<file path="src/rtl/core/mshp_pkg.sv">
// Types and constants of the metadata stream header parser.
// Depends on nothing; used by the top level, the checker and the testbench.
package mshp_pkg;

    localparam logic [31:0] SIG_WORD     = 32'h424A_5342;
    localparam logic [31:0] VERSION_WORD = 32'h0001_0001;

    // Byte offsets inside the root header and inside one stream header.
    localparam int unsigned MIN_SECTION     = 16;
    localparam int unsigned SIG_LAST        = 3;
    localparam int unsigned VER_LAST        = 7;
    localparam int unsigned VLEN_LAST       = 15;
    localparam int unsigned ROOT_FIXED      = 20;
    localparam int unsigned MIN_ENTRY_LEFT  = 9;
    localparam int unsigned ENTRY_OFF_LAST  = 3;
    localparam int unsigned ENTRY_SIZE_LAST = 7;

    localparam int unsigned FIFO_DEPTH = 4;
    localparam int unsigned PTR_W      = $clog2(FIFO_DEPTH);
    localparam int unsigned CNT_W      = $clog2(FIFO_DEPTH + 1);

    typedef enum logic [2:0] {
        STATUS_OK          = 3'd0,
        STATUS_SIGNATURE   = 3'd1,
        STATUS_VERSION     = 3'd2,
        STATUS_VERSION_LEN = 3'd3,
        STATUS_WALK        = 3'd4
    } status_t;

    typedef enum logic {
        KIND_STREAM  = 1'b0,
        KIND_SUMMARY = 1'b1
    } kind_t;

    typedef struct packed {
        kind_t       record_kind;
        logic [15:0] entry_index;
        logic [31:0] entry_offset;
        logic [31:0] entry_size;
        logic [31:0] header_size;
        logic [15:0] declared_streams;
        status_t     status;
        logic        last;
    } record_t;

endpackage

</file>
<file path="src/rtl/core/mshp_byte_if.sv">
// Byte channel carrying the metadata section into the parser.
// Depends on nothing.
interface mshp_byte_if;
    logic       valid;
    logic       ready;
    logic [7:0] data_byte;
    logic       start_of_section;

    modport source (output valid, output data_byte, output start_of_section, input ready);
    modport sink (input valid, input data_byte, input start_of_section, output ready);
endinterface

</file>
<file path="src/rtl/core/mshp_rec_if.sv">
// Record channel carrying stream header and summary records out of the parser.
// Depends on nothing.
interface mshp_rec_if;
    logic        valid;
    logic        ready;
    logic        record_kind;
    logic [15:0] entry_index;
    logic [31:0] entry_offset;
    logic [31:0] entry_size;
    logic [31:0] header_size;
    logic [15:0] declared_streams;
    logic [2:0]  status;
    logic        last;

    modport source (output valid, output record_kind, output entry_index,
                    output entry_offset, output entry_size, output header_size,
                    output declared_streams, output status, output last, input ready);
    modport sink (input valid, input record_kind, input entry_index,
                  input entry_offset, input entry_size, input header_size,
                  input declared_streams, input status, input last, output ready);
    modport monitor (input valid, input ready, input record_kind, input entry_index,
                     input entry_offset, input entry_size, input header_size,
                     input declared_streams, input status, input last);
endinterface

</file>
<file path="src/rtl/core/metadata_stream_header_parser_top.sv">
// Each record is written into the output queue as the byte that caused it is accepted.
// Throughput: one byte per cycle; a byte may give two records, which a four-word
// output queue absorbs, and ready falls only while fewer than two slots are free.
// Reset (rst_n, asynchronous, active low) clears the parse phase, the output queue
// and the section length; bytes are then ignored until a start-of-section mark.
module metadata_stream_header_parser_top
    import mshp_pkg::*;
#(
    parameter int unsigned LENGTH_BITS = 32
)
(
    input  logic         clk,
    input  logic         rst_n,
    input  logic         wr_en,
    input  logic [31:0]  wr_data,
    mshp_byte_if.sink    section,
    mshp_rec_if.source   records
);

    typedef enum logic [2:0] {
        PH_IDLE,
        PH_HEADER,
        PH_ENTRY,
        PH_NAME,
        PH_PAD,
        PH_DONE
    } phase_t;

    phase_t                 phase_reg, phase_next;
    logic [31:0]            pos_reg, pos_next;
    logic [31:0]            shift_reg, shift_next;
    logic [31:0]            hend_reg, hend_next;
    logic [15:0]            left_reg, left_next;
    logic [15:0]            found_reg, found_next;
    logic [31:0]            hoff_reg, hoff_next;
    logic [31:0]            hsize_reg, hsize_next;
    logic [LENGTH_BITS-1:0] len_reg;

    record_t                fifo_reg [FIFO_DEPTH];
    logic [PTR_W-1:0]       wr_ptr_reg, rd_ptr_reg;
    logic [CNT_W-1:0]       count_reg;

    logic                   accept;
    logic                   pop;
    logic [1:0]             n_res;
    record_t                rec0, rec1;

    assign section.ready = (count_reg <= CNT_W'(FIFO_DEPTH - 2));
    assign accept        = section.valid && section.ready;
    assign records.valid = (count_reg != '0);
    assign pop           = records.valid && records.ready;

    always_comb
    begin
        phase_t      c_phase;
        logic [31:0] c_pos;
        logic [31:0] c_shift;
        logic [31:0] c_hend;
        logic [15:0] c_left;
        logic [15:0] c_found;
        logic [31:0] c_hoff;
        logic [31:0] c_hsize;
        logic [31:0] sh;
        logic [31:0] rel;
        logic [33:0] len_x;
        logic [33:0] next_x;
        logic [33:0] pad_x;
        logic        want_stream;
        logic        want_sum;
        logic [31:0] sum_hsize;
        status_t     sum_status;
        logic        ne_do;
        logic [31:0] ne_h;
        record_t     stream_rec;
        record_t     sum_rec;

        c_phase = phase_reg;
        c_pos   = pos_reg;
        c_shift = shift_reg;
        c_hend  = hend_reg;
        c_left  = left_reg;
        c_found = found_reg;
        c_hoff  = hoff_reg;
        c_hsize = hsize_reg;
        if (section.start_of_section)
        begin
            c_phase = PH_HEADER;
            c_pos   = '0;
            c_shift = '0;
            c_hend  = '0;
            c_left  = '0;
            c_found = '0;
            c_hoff  = '0;
            c_hsize = '0;
        end

        len_x       = 34'(len_reg);
        next_x      = 34'(c_pos) + 34'd1;
        sh          = {section.data_byte, c_shift[31:8]};
        rel         = c_pos - c_hend;
        pad_x       = 34'({1'b0, sh[31:2]}) + 34'(|sh[1:0]);
        pad_x       = {pad_x[31:0], 2'b00};
        want_stream = 1'b0;
        want_sum    = 1'b0;
        sum_hsize   = '0;
        sum_status  = STATUS_OK;
        ne_do       = 1'b0;
        ne_h        = c_hend;

        phase_next = phase_reg;
        pos_next   = pos_reg;
        shift_next = shift_reg;
        hend_next  = hend_reg;
        left_next  = left_reg;
        found_next = found_reg;
        hoff_next  = hoff_reg;
        hsize_next = hsize_reg;

        if (accept)
        begin
            phase_next = c_phase;
            pos_next   = c_pos;
            shift_next = c_shift;
            hend_next  = c_hend;
            left_next  = c_left;
            found_next = c_found;
            hoff_next  = c_hoff;
            hsize_next = c_hsize;

            if (c_phase != PH_IDLE && c_phase != PH_DONE &&
                !(34'(c_pos) >= len_x && c_phase != PH_HEADER))
            begin
                shift_next = sh;
                pos_next   = next_x[31:0];
                case (c_phase)
                    PH_HEADER:
                    begin
                        if (c_pos == '0 && len_x < 34'(MIN_SECTION))
                        begin
                            want_sum   = 1'b1;
                            sum_status = STATUS_SIGNATURE;
                        end
                        else if (c_pos == 32'(SIG_LAST))
                        begin
                            if (sh != SIG_WORD)
                            begin
                                want_sum   = 1'b1;
                                sum_status = STATUS_SIGNATURE;
                            end
                        end
                        else if (c_pos == 32'(VER_LAST))
                        begin
                            if (sh != VERSION_WORD)
                            begin
                                want_sum   = 1'b1;
                                sum_status = STATUS_VERSION;
                            end
                        end
                        else if (c_pos == 32'(VLEN_LAST))
                        begin
                            // The padded length is at most 33 bits, so one
                            // compare also rejects a length that wraps.
                            if (pad_x + 34'(ROOT_FIXED) > len_x)
                            begin
                                want_sum   = 1'b1;
                                sum_status = STATUS_VERSION_LEN;
                            end
                            else
                            begin
                                hend_next = pad_x[31:0] + 32'(ROOT_FIXED);
                            end
                        end
                        else if (c_pos >= 32'(MIN_SECTION) && next_x == 34'(c_hend))
                        begin
                            left_next  = sh[31:16];
                            found_next = '0;
                            ne_do      = 1'b1;
                        end
                    end
                    PH_ENTRY:
                    begin
                        if (rel == 32'(ENTRY_OFF_LAST))
                        begin
                            hoff_next = sh;
                        end
                        else if (rel == 32'(ENTRY_SIZE_LAST))
                        begin
                            hsize_next = sh;
                            if (34'(c_hoff) >= len_x || sh == '0 ||
                                34'(c_hoff) + 34'(sh) > len_x)
                            begin
                                want_sum   = 1'b1;
                                sum_status = STATUS_WALK;
                                sum_hsize  = c_hend;
                            end
                            else
                            begin
                                phase_next = PH_NAME;
                            end
                        end
                    end
                    PH_NAME:
                    begin
                        if (section.data_byte != 8'd0)
                        begin
                            if (next_x >= len_x)
                            begin
                                want_sum   = 1'b1;
                                sum_status = STATUS_WALK;
                                sum_hsize  = c_hend;
                            end
                        end
                        else
                        begin
                            want_stream = 1'b1;
                            found_next  = c_found + 16'd1;
                            left_next   = c_left - 16'd1;
                            if (next_x[1:0] == 2'b00 || next_x >= len_x)
                            begin
                                hend_next = next_x[31:0];
                                ne_h      = next_x[31:0];
                                ne_do     = 1'b1;
                            end
                            else
                            begin
                                phase_next = PH_PAD;
                            end
                        end
                    end
                    PH_PAD:
                    begin
                        if (next_x[1:0] == 2'b00 || next_x >= len_x)
                        begin
                            hend_next = next_x[31:0];
                            ne_h      = next_x[31:0];
                            ne_do     = 1'b1;
                        end
                    end
                    default:
                    begin
                    end
                endcase

                // Decide at the committed offset whether another entry follows.
                if (ne_do)
                begin
                    sum_hsize = ne_h;
                    if (left_next == '0)
                    begin
                        want_sum   = 1'b1;
                        sum_status = STATUS_OK;
                    end
                    else if (len_x < 34'(ne_h) + 34'(MIN_ENTRY_LEFT))
                    begin
                        want_sum   = 1'b1;
                        sum_status = STATUS_WALK;
                    end
                    else
                    begin
                        phase_next = PH_ENTRY;
                    end
                end
                if (want_sum)
                begin
                    phase_next = PH_DONE;
                end
            end
        end

        stream_rec.record_kind      = KIND_STREAM;
        stream_rec.entry_index      = c_found;
        stream_rec.entry_offset     = c_hoff;
        stream_rec.entry_size       = c_hsize;
        stream_rec.header_size      = '0;
        stream_rec.declared_streams = c_found + c_left;
        stream_rec.status           = STATUS_OK;
        stream_rec.last             = !want_sum;

        sum_rec.record_kind      = KIND_SUMMARY;
        sum_rec.entry_index      = found_next;
        sum_rec.entry_offset     = '0;
        sum_rec.entry_size       = '0;
        sum_rec.header_size      = sum_hsize;
        sum_rec.declared_streams = found_next + left_next;
        sum_rec.status           = sum_status;
        sum_rec.last             = 1'b1;

        rec0  = want_stream ? stream_rec : sum_rec;
        rec1  = sum_rec;
        n_res = 2'(want_stream) + 2'(want_sum);
    end

    always_ff @(posedge clk or negedge rst_n)
    begin
        if (!rst_n)
        begin
            phase_reg  <= PH_IDLE;
            len_reg    <= '0;
            wr_ptr_reg <= '0;
            rd_ptr_reg <= '0;
            count_reg  <= '0;
        end
        else
        begin
            phase_reg <= phase_next;
            if (wr_en)
            begin
                len_reg <= wr_data[LENGTH_BITS-1:0];
            end
            wr_ptr_reg <= wr_ptr_reg + PTR_W'(n_res);
            if (pop)
            begin
                rd_ptr_reg <= rd_ptr_reg + PTR_W'(1);
            end
            count_reg <= count_reg + CNT_W'(n_res) - CNT_W'(pop);
        end
    end

    always_ff @(posedge clk)
    begin
        pos_reg   <= pos_next;
        shift_reg <= shift_next;
        hend_reg  <= hend_next;
        left_reg  <= left_next;
        found_reg <= found_next;
        hoff_reg  <= hoff_next;
        hsize_reg <= hsize_next;
        if (n_res != 2'd0)
        begin
            fifo_reg[wr_ptr_reg] <= rec0;
        end
        if (n_res == 2'd2)
        begin
            fifo_reg[wr_ptr_reg + PTR_W'(1)] <= rec1;
        end
    end

    assign records.record_kind      = fifo_reg[rd_ptr_reg].record_kind;
    assign records.entry_index      = fifo_reg[rd_ptr_reg].entry_index;
    assign records.entry_offset     = fifo_reg[rd_ptr_reg].entry_offset;
    assign records.entry_size       = fifo_reg[rd_ptr_reg].entry_size;
    assign records.header_size      = fifo_reg[rd_ptr_reg].header_size;
    assign records.declared_streams = fifo_reg[rd_ptr_reg].declared_streams;
    assign records.status           = fifo_reg[rd_ptr_reg].status;
    assign records.last             = fifo_reg[rd_ptr_reg].last;

endmodule

</file>
<file path="src/flat_wrapper.sv">
// flat-port wrapper written by rule: the top's interface ports become plain ports
module metadata_stream_header_parser_top_flat import mshp_pkg::*;
#(
    parameter int unsigned LENGTH_BITS = 32
)
  (clk, rst_n, wr_en, wr_data, section_valid, section_data_byte, section_start_of_section, section_ready, records_valid, records_record_kind, records_entry_index, records_entry_offset, records_entry_size, records_header_size, records_declared_streams, records_status, records_last, records_ready);
  mshp_byte_if section_i ();
  mshp_rec_if records_i ();
  input  logic clk;
  input  logic rst_n;
  input  logic wr_en;
  input  logic [31:0] wr_data;
  input wire logic [$bits(section_i.valid)-1:0] section_valid;
  input wire logic [$bits(section_i.data_byte)-1:0] section_data_byte;
  input wire logic [$bits(section_i.start_of_section)-1:0] section_start_of_section;
  output wire logic [$bits(section_i.ready)-1:0] section_ready;
  output wire logic [$bits(records_i.valid)-1:0] records_valid;
  output wire logic [$bits(records_i.record_kind)-1:0] records_record_kind;
  output wire logic [$bits(records_i.entry_index)-1:0] records_entry_index;
  output wire logic [$bits(records_i.entry_offset)-1:0] records_entry_offset;
  output wire logic [$bits(records_i.entry_size)-1:0] records_entry_size;
  output wire logic [$bits(records_i.header_size)-1:0] records_header_size;
  output wire logic [$bits(records_i.declared_streams)-1:0] records_declared_streams;
  output wire logic [$bits(records_i.status)-1:0] records_status;
  output wire logic [$bits(records_i.last)-1:0] records_last;
  input wire logic [$bits(records_i.ready)-1:0] records_ready;
  assign section_i.valid = section_valid;
  assign section_i.data_byte = section_data_byte;
  assign section_i.start_of_section = section_start_of_section;
  assign section_ready = section_i.ready;
  assign records_valid = records_i.valid;
  assign records_record_kind = records_i.record_kind;
  assign records_entry_index = records_i.entry_index;
  assign records_entry_offset = records_i.entry_offset;
  assign records_entry_size = records_i.entry_size;
  assign records_header_size = records_i.header_size;
  assign records_declared_streams = records_i.declared_streams;
  assign records_status = records_i.status;
  assign records_last = records_i.last;
  assign records_i.ready = records_ready;
  metadata_stream_header_parser_top #(.LENGTH_BITS(LENGTH_BITS)) u_core (.clk(clk), .rst_n(rst_n), .wr_en(wr_en), .wr_data(wr_data), .section(section_i), .records(records_i));
endmodule
</file>
<file path="config.mk">
export PLATFORM = sky130hd
export DESIGN_NAME = metadata_stream_header_parser_top_flat
export DESIGN_NICKNAME = d
export VERILOG_FILES = /design/src/rtl/core/mshp_pkg.sv /design/src/rtl/core/mshp_byte_if.sv /design/src/rtl/core/mshp_rec_if.sv /design/src/rtl/core/metadata_stream_header_parser_top.sv /design/src/flat_wrapper.sv
export SDC_FILE = /design/constraint.sdc
export NUM_CORES = 2
export LEC_CHECK = 0
export BUFFER_PORTS_ARGS = -buffer_cell sky130_fd_sc_hd__buf_2
export CORE_MARGIN = 1
export CORE_UTILIZATION = 40
export DETAILED_ROUTE_END_ITERATION = 16
export PLACE_DENSITY = 0.63
export SYNTH_ARGS = -nofsm -noshare
export SYNTH_HDL_FRONTEND = slang
export SYNTH_SLANG_ARGS = --single-unit
</file>
<file path="constraint.sdc">
create_clock -name clk -period 19.4 [get_ports clk]
set_input_delay 1.94 -clock clk [delete_from_list [all_inputs] [get_ports clk]]
set_output_delay 1.94 -clock clk [all_outputs]
set_load 0.005 [all_outputs]
</file>
After elaboration in Yosys (flattened, before gate mapping)

Memory sizes are Yosys's and may differ from the RTL's.
Cells that the tools add are included.

Flip-flop bits (word level): 226
Latch bits: 0
RAM bits: 532
ROM bits: 0
Input port bits: 46
Output and inout bits: 135
Memories kept: 1

Add/sub/neg operators: 17
$mul: 0
Div/mod/pow operators: 0
Magnitude comparators: 9
Equal/unequal tests: 15
Shift operators: 0
Mux-type cells: 126
Bitwise logic cells: 0
Reduce and logical (&&, ||, !) cells: 21

Memories:

| name            | words | width | rd ports | clocked after memory_dff | wr ports | line                                    | source |
|---|---|---|---|---|---|---|---|
| u_core.fifo_reg | 4     | 133   | 1        | 0                        | 2        | metadata_stream_header_parser_top.sv:39 | `record_t fifo_reg [FIFO_DEPTH];` |

Operators by type and width:

| operator              | number |
|---|---|
| $mux 32               | 32 |
| $mux 16               | 20 |
| $mux 133              | 1 |
| $pmux 32 s2           | 2 |
| $pmux 32 s3           | 1 |
| $mux 3                | 25 |
| $gt 34x32->1          | 2 |
| $eq 32x2->1 const B   | 2 |
| $eq 32x3->1 const B   | 2 |
| $ge 32x32->1          | 2 |
| $logic_not 32->1      | 2 |
| $pmux 16 s2           | 2 |
| $mux 1                | 37 |
| $add 34x5->34 const B | 1 |
| $eq 34x32->1          | 1 |
| $ge 34x32->1          | 1 |
| $lt 32x34->1          | 1 |
| $add 32x1->33 const B | 1 |
| $add 32x32->33        | 1 |
| $add 32x4->33 const B | 1 |
| $add 16x16->16        | 2 |
| $add 32x5->32 const B | 1 |
| $eq 32x4->1 const B   | 1 |
| $ge 32x5->1 const B   | 1 |
| 32 further kinds      | 46 |

Longest topological paths before layout

Word-level depth: 23
Mapped depth: 59
Depth with buffers taken out: 45

Least setup slack after synthesis

No wires, ideal clock.

Kind: in2reg
From: input section_start_of_section
To: memory u_core.fifo_reg[2][10] in the netlist's numbering, enable pin
Data arrival time: 14.063 ns
Slack: 4.915 ns
Stages on the path: 55
Path buffers: 14
Cell sequence: buf_2 buf_2 inv_2 buf_2 buf_1 clkbuf_1 buf_1 clkbuf_1 buf_1 nand2_1 inv_1 ha_1 nand4_4 or4_4 buf_6 nor4_1 xnor2_1 inv_1 [19 not listed] ha_1 a21o_1 a21o_1 a21o_1 a21o_1 a221oi_1 o21ai_0 a21oi_1 nand3_1 o41ai_1 nor4_2 nand2b_1 ha_1 or3b_2 clkbuf_1 and2_1 clkbuf_1 inv_1

RTL lines:

| item        | line                                    | source |
|---|---|---|
| from (decl) | flat_wrapper.sv:15                      | `input wire logic [$bits(section_i.start_of_section)-1:0] section_start_of_section;` |
| to (decl)   | metadata_stream_header_parser_top.sv:39 |  |

==> impl_metrics.tcl <==
set metrics [dict create \
    outcome "complete, but fails checks" \
    violations "capacitance limit" \
    synth_edf_count 420 \
    worstPathArrival_ns 15.17 \
    use_met1 0.4047 \
    crit_required_ns 19.69 \
    avgSynthCellArea_um2 9.939 \
    cts_tree "yes" \
    dieArea_um2 120300 \
    antenna_found_initial 5 \
    cp_max_fo 65 \
    slowest_delay_ns 0.77 \
    finalMaxSlewViolations 0 \
    rrSetupSlack_ns 6.14 \
    io_pins 181 \
    worstMarginPinSlew_ns 1.482 \
    syn2layout_area_growth_pct 11.30 \
    power_frac_comb 0.363 \
    cp-start-kind "input pin" \
    power_mw 5.688 \
    worst-r2r-cell-count 44 \
    internal-power_mw 3.562 \
    crit_path_top_delay_cell "nor4_1" \
    cts.clk_slew.worst_paths_ns 0.06 \
    clk_latency_ns 0.69 \
    power_frac_clock 0.291 \
    power.share.switching 0.3739 \
    fin_skew_ns 0.05188 \
    largest_reg_flops 532 \
    r2r_end "u_core.fifo_reg[1][42]" \
    ant_nets 0 \
    ctsHtreeMaxLevel 3 \
    place.gp.congestion 1.038 \
    grt_pass1_wl_um 263300 \
    clockBufferDepth 3 \
    reg2reg_from "u_core.pos_reg[0]" \
    cts_buffers 83 \
    syn_area_um2 47580 \
    wl_per_cell_um 27.94 \
    period_needed_ns 14.88 \
    synth.distinct_cells 99 \
    ys.flop_type "edfxtp_1" \
    drcViolationCount 0 \
    max-cap-violations 1 \
    die_w_um 346.9 \
    finalCritPeriodShare 0.7669 \
    overflow 0 \
    viasPerCell 6.317 \
    place_hpwl_um 129000 \
    first_iter_violations 5497 \
    hold_viol 0 \
    max_freq_ghz 0.06721 \
    peakVddDrop_mv 0.06344 \
    seq_area_frac_synth 0.4117 \
    tns_ns 0 \
    syn_nets 5135 \
    pwr-share-seq 0.346 \
    post-cts-setup-buffers 0 \
    root_buffer "clkbuf_16" \
    pwr_density_cell_nw_per_um2 107.4 \
    ctsResizeCount 0 \
    fin_nets 5196 \
    via_count 40790 \
    grt-busiest-layer "met2" \
    rows 126 \
    worstHoldStart "u_core.fifo_reg[0][132]" \
    async_reset_ff_frac 0.05541 \
    grt_use_met3 0.06418 \
    p_switching_mw 2.127 \
    hold_path_end "u_core.fifo_reg[0][132]" \
    cts_sinks 758 \
    die_h_um 346.9 \
    grt_max_degree 72 \
    grt_setup_unrepaired "no" \
    hp-class "flop to flop" \
    ys_ff_latch 758 \
    endpoint_kind "flop" \
    track_usage 0.2914 \
    power.leakage_nw 20.62 \
    drive_gt1_frac 0.1346 \
    io_buffers 180 \
    grt_pass1_vias 38290 \
    path_class "input pin to flop" \
    relSlewSlack 0.005272 \
    initial_core_util 0.4035 \
    yosysWarnings 0 \
    synthCells 4787 \
    ctsHoldBuffers 0 \
    firstDrtPassIters 6 \
    met2_usage 0.4371 \
    totalWireLength_um 180400 \
    whs_path_depth 2 \
    core_area_um2 117900 \
    finalSetupViolCount 0 \
]
## layout by cell type (no fill, tap or decap), types with 19 or more instances in the layout
cell type  Yosys  layout
nor4_1        54      54
nand2_1      406     406
o21ai_0      284     282
and2_1        26      22
xor2_1        68      68
a31oi_1       42      42
a21o_1       103     103
nor3_1        82      82
or3_1         30      30
dfxtp_1      296     296
mux2_2        40      40
o221ai_1      22      22
a22oi_1       34      34
clkbuf_16      0      87
o21a_1        25      25
a211oi_1      21      21
edfxtp_1     420     420
buf_4          2     108
nand4_1       87      87
ha_1         297     297
o21bai_1      21      21
xnor2_1      175     175
buf_2         14     179
nor2b_1      155     155
o22ai_1      131     131
nand3_1       88      88
a21oi_1      180     179
nor2_1       385     378
and3_1        43      43
nand2b_1      36      35
dfrtp_1       42      40
o211ai_1      19      19
a22o_1       258     258
inv_1        182     178
mux4_2       133     133
## routing by layer
layer,share of wire,up-vias
met5,0.00052,-
met3,0.098,364
li1,-,18100
met2,0.43,2192
met1,0.43,20120
met4,0.043,8
## worst max-delay path by stage
stage / startpoint / to / slack [ns] / depth (start not counted)
2_1_floorplan: section_start_of_section / u_core.fifo_reg[2][10] / 4.92 / 55
3_3_place_gp: section_start_of_section / u_core.fifo_reg[1][37] / 4.57 / 46
3_5_place_dp: section_start_of_section / u_core.fifo_reg[1][40] / 4.35 / 46
4_1_cts: section_start_of_section / u_core.fifo_reg[1][42] / 5.00 / 46
5_1_grt: section_start_of_section / u_core.fifo_reg[1][42] / 3.68 / 46
6_report: section_start_of_section / u_core.fifo_reg[1][42] / 4.52 / 46
## through the flow
stage | hold slack [ns] | cell area, µm² | setup WS [ns] | instances | utilization
6_report | 0.4461 | 52950 | 4.521 | 6457 | 0.4491
5_1_grt | 0.4755 | 52940 | 3.682 | 6453 | 0.4490
4_1_cts | 0.4468 | 52940 | 4.996 | 6453 | 0.4490
3_5_place_dp | 0.4392 | 50100 | 4.346 | 6299 | 0.4249
3_3_place_gp | 0.4348 | 50100 | 4.572 | 6299 | 0.4249
2_1_floorplan | 0.4185 | 47580 | 4.915 | 4787 | -
## worst max-delay path, delay by kind of cell
kind | cells | cell delay (ns)
AOI/OAI and AO/OA | 8 | 2.11
xor gates and xnor gates | 2 | 0.50
adders and majority gates | 5 | 1.24
and+or+nand+nor | 22 | 6.07
buffers and inverters | 8 | 2.86
muxes | 1 | 0.24
## kinds of logic after synthesis
| family | Yosys count | synth area share |
|---|---|---|
| AOI/OAI and AO/OA | 1279 | 0.1840 |
| xor gates and xnor gates | 252 | 0.04876 |
| adders and majority gates | 302 | 0.08021 |
| buffers and inverters | 498 | 0.04016 |
| DFF | 758 | 0.4117 |
| muxes | 191 | 0.07621 |
| and+or+nand+nor | 1507 | 0.1589 |
## cell usage after synthesis, types with 87 or more instances
library cell  instances  area, µm²
a22o_1              258       2260
nand3_1              88      440.4
ha_1                297       3716
a21oi_1             180      900.9
clkbuf_1            243      912.1
inv_1               182      683.2
nor2b_1             155      969.7
o22ai_1             131      819.5
xnor2_1             175       1533
mux4_2              133       2995
nor2_1              385       1445
nand4_1              87      544.3
a21o_1              103      773.2
o21ai_0             284       1421
dfxtp_1             296       5926
nand2_1             406       1524
edfxtp_1            420      12610
## layout make-up
cell class	instances	area [µm²]
Timing Repair Buffer	288	1718
Multi-Input combinational cell	3531	26160
Clock buffer	109	2320
Sequential cell	758	19600
Antenna cell	4	10.01
Inverter	186	703.2
Tap cell	1536	1922
Fill cell	11210	64970
Clock inverter	45	524.3
## power by group through the flow
stage | Clock (mW) | Combinational, mW | Sequential [mW]
3_5_place_dp | 0 | 2.04 | 1.99
4_1_cts | 1.67 | 2.04 | 1.96
3_3_place_gp | 0 | 2.03 | 1.99
6_report | 1.65 | 2.07 | 1.97
5_1_grt | 1.73 | 2.21 | 1.98
2_1_floorplan | 0 | 1.33 | 1.92
(Power assumes the default switching activity.)
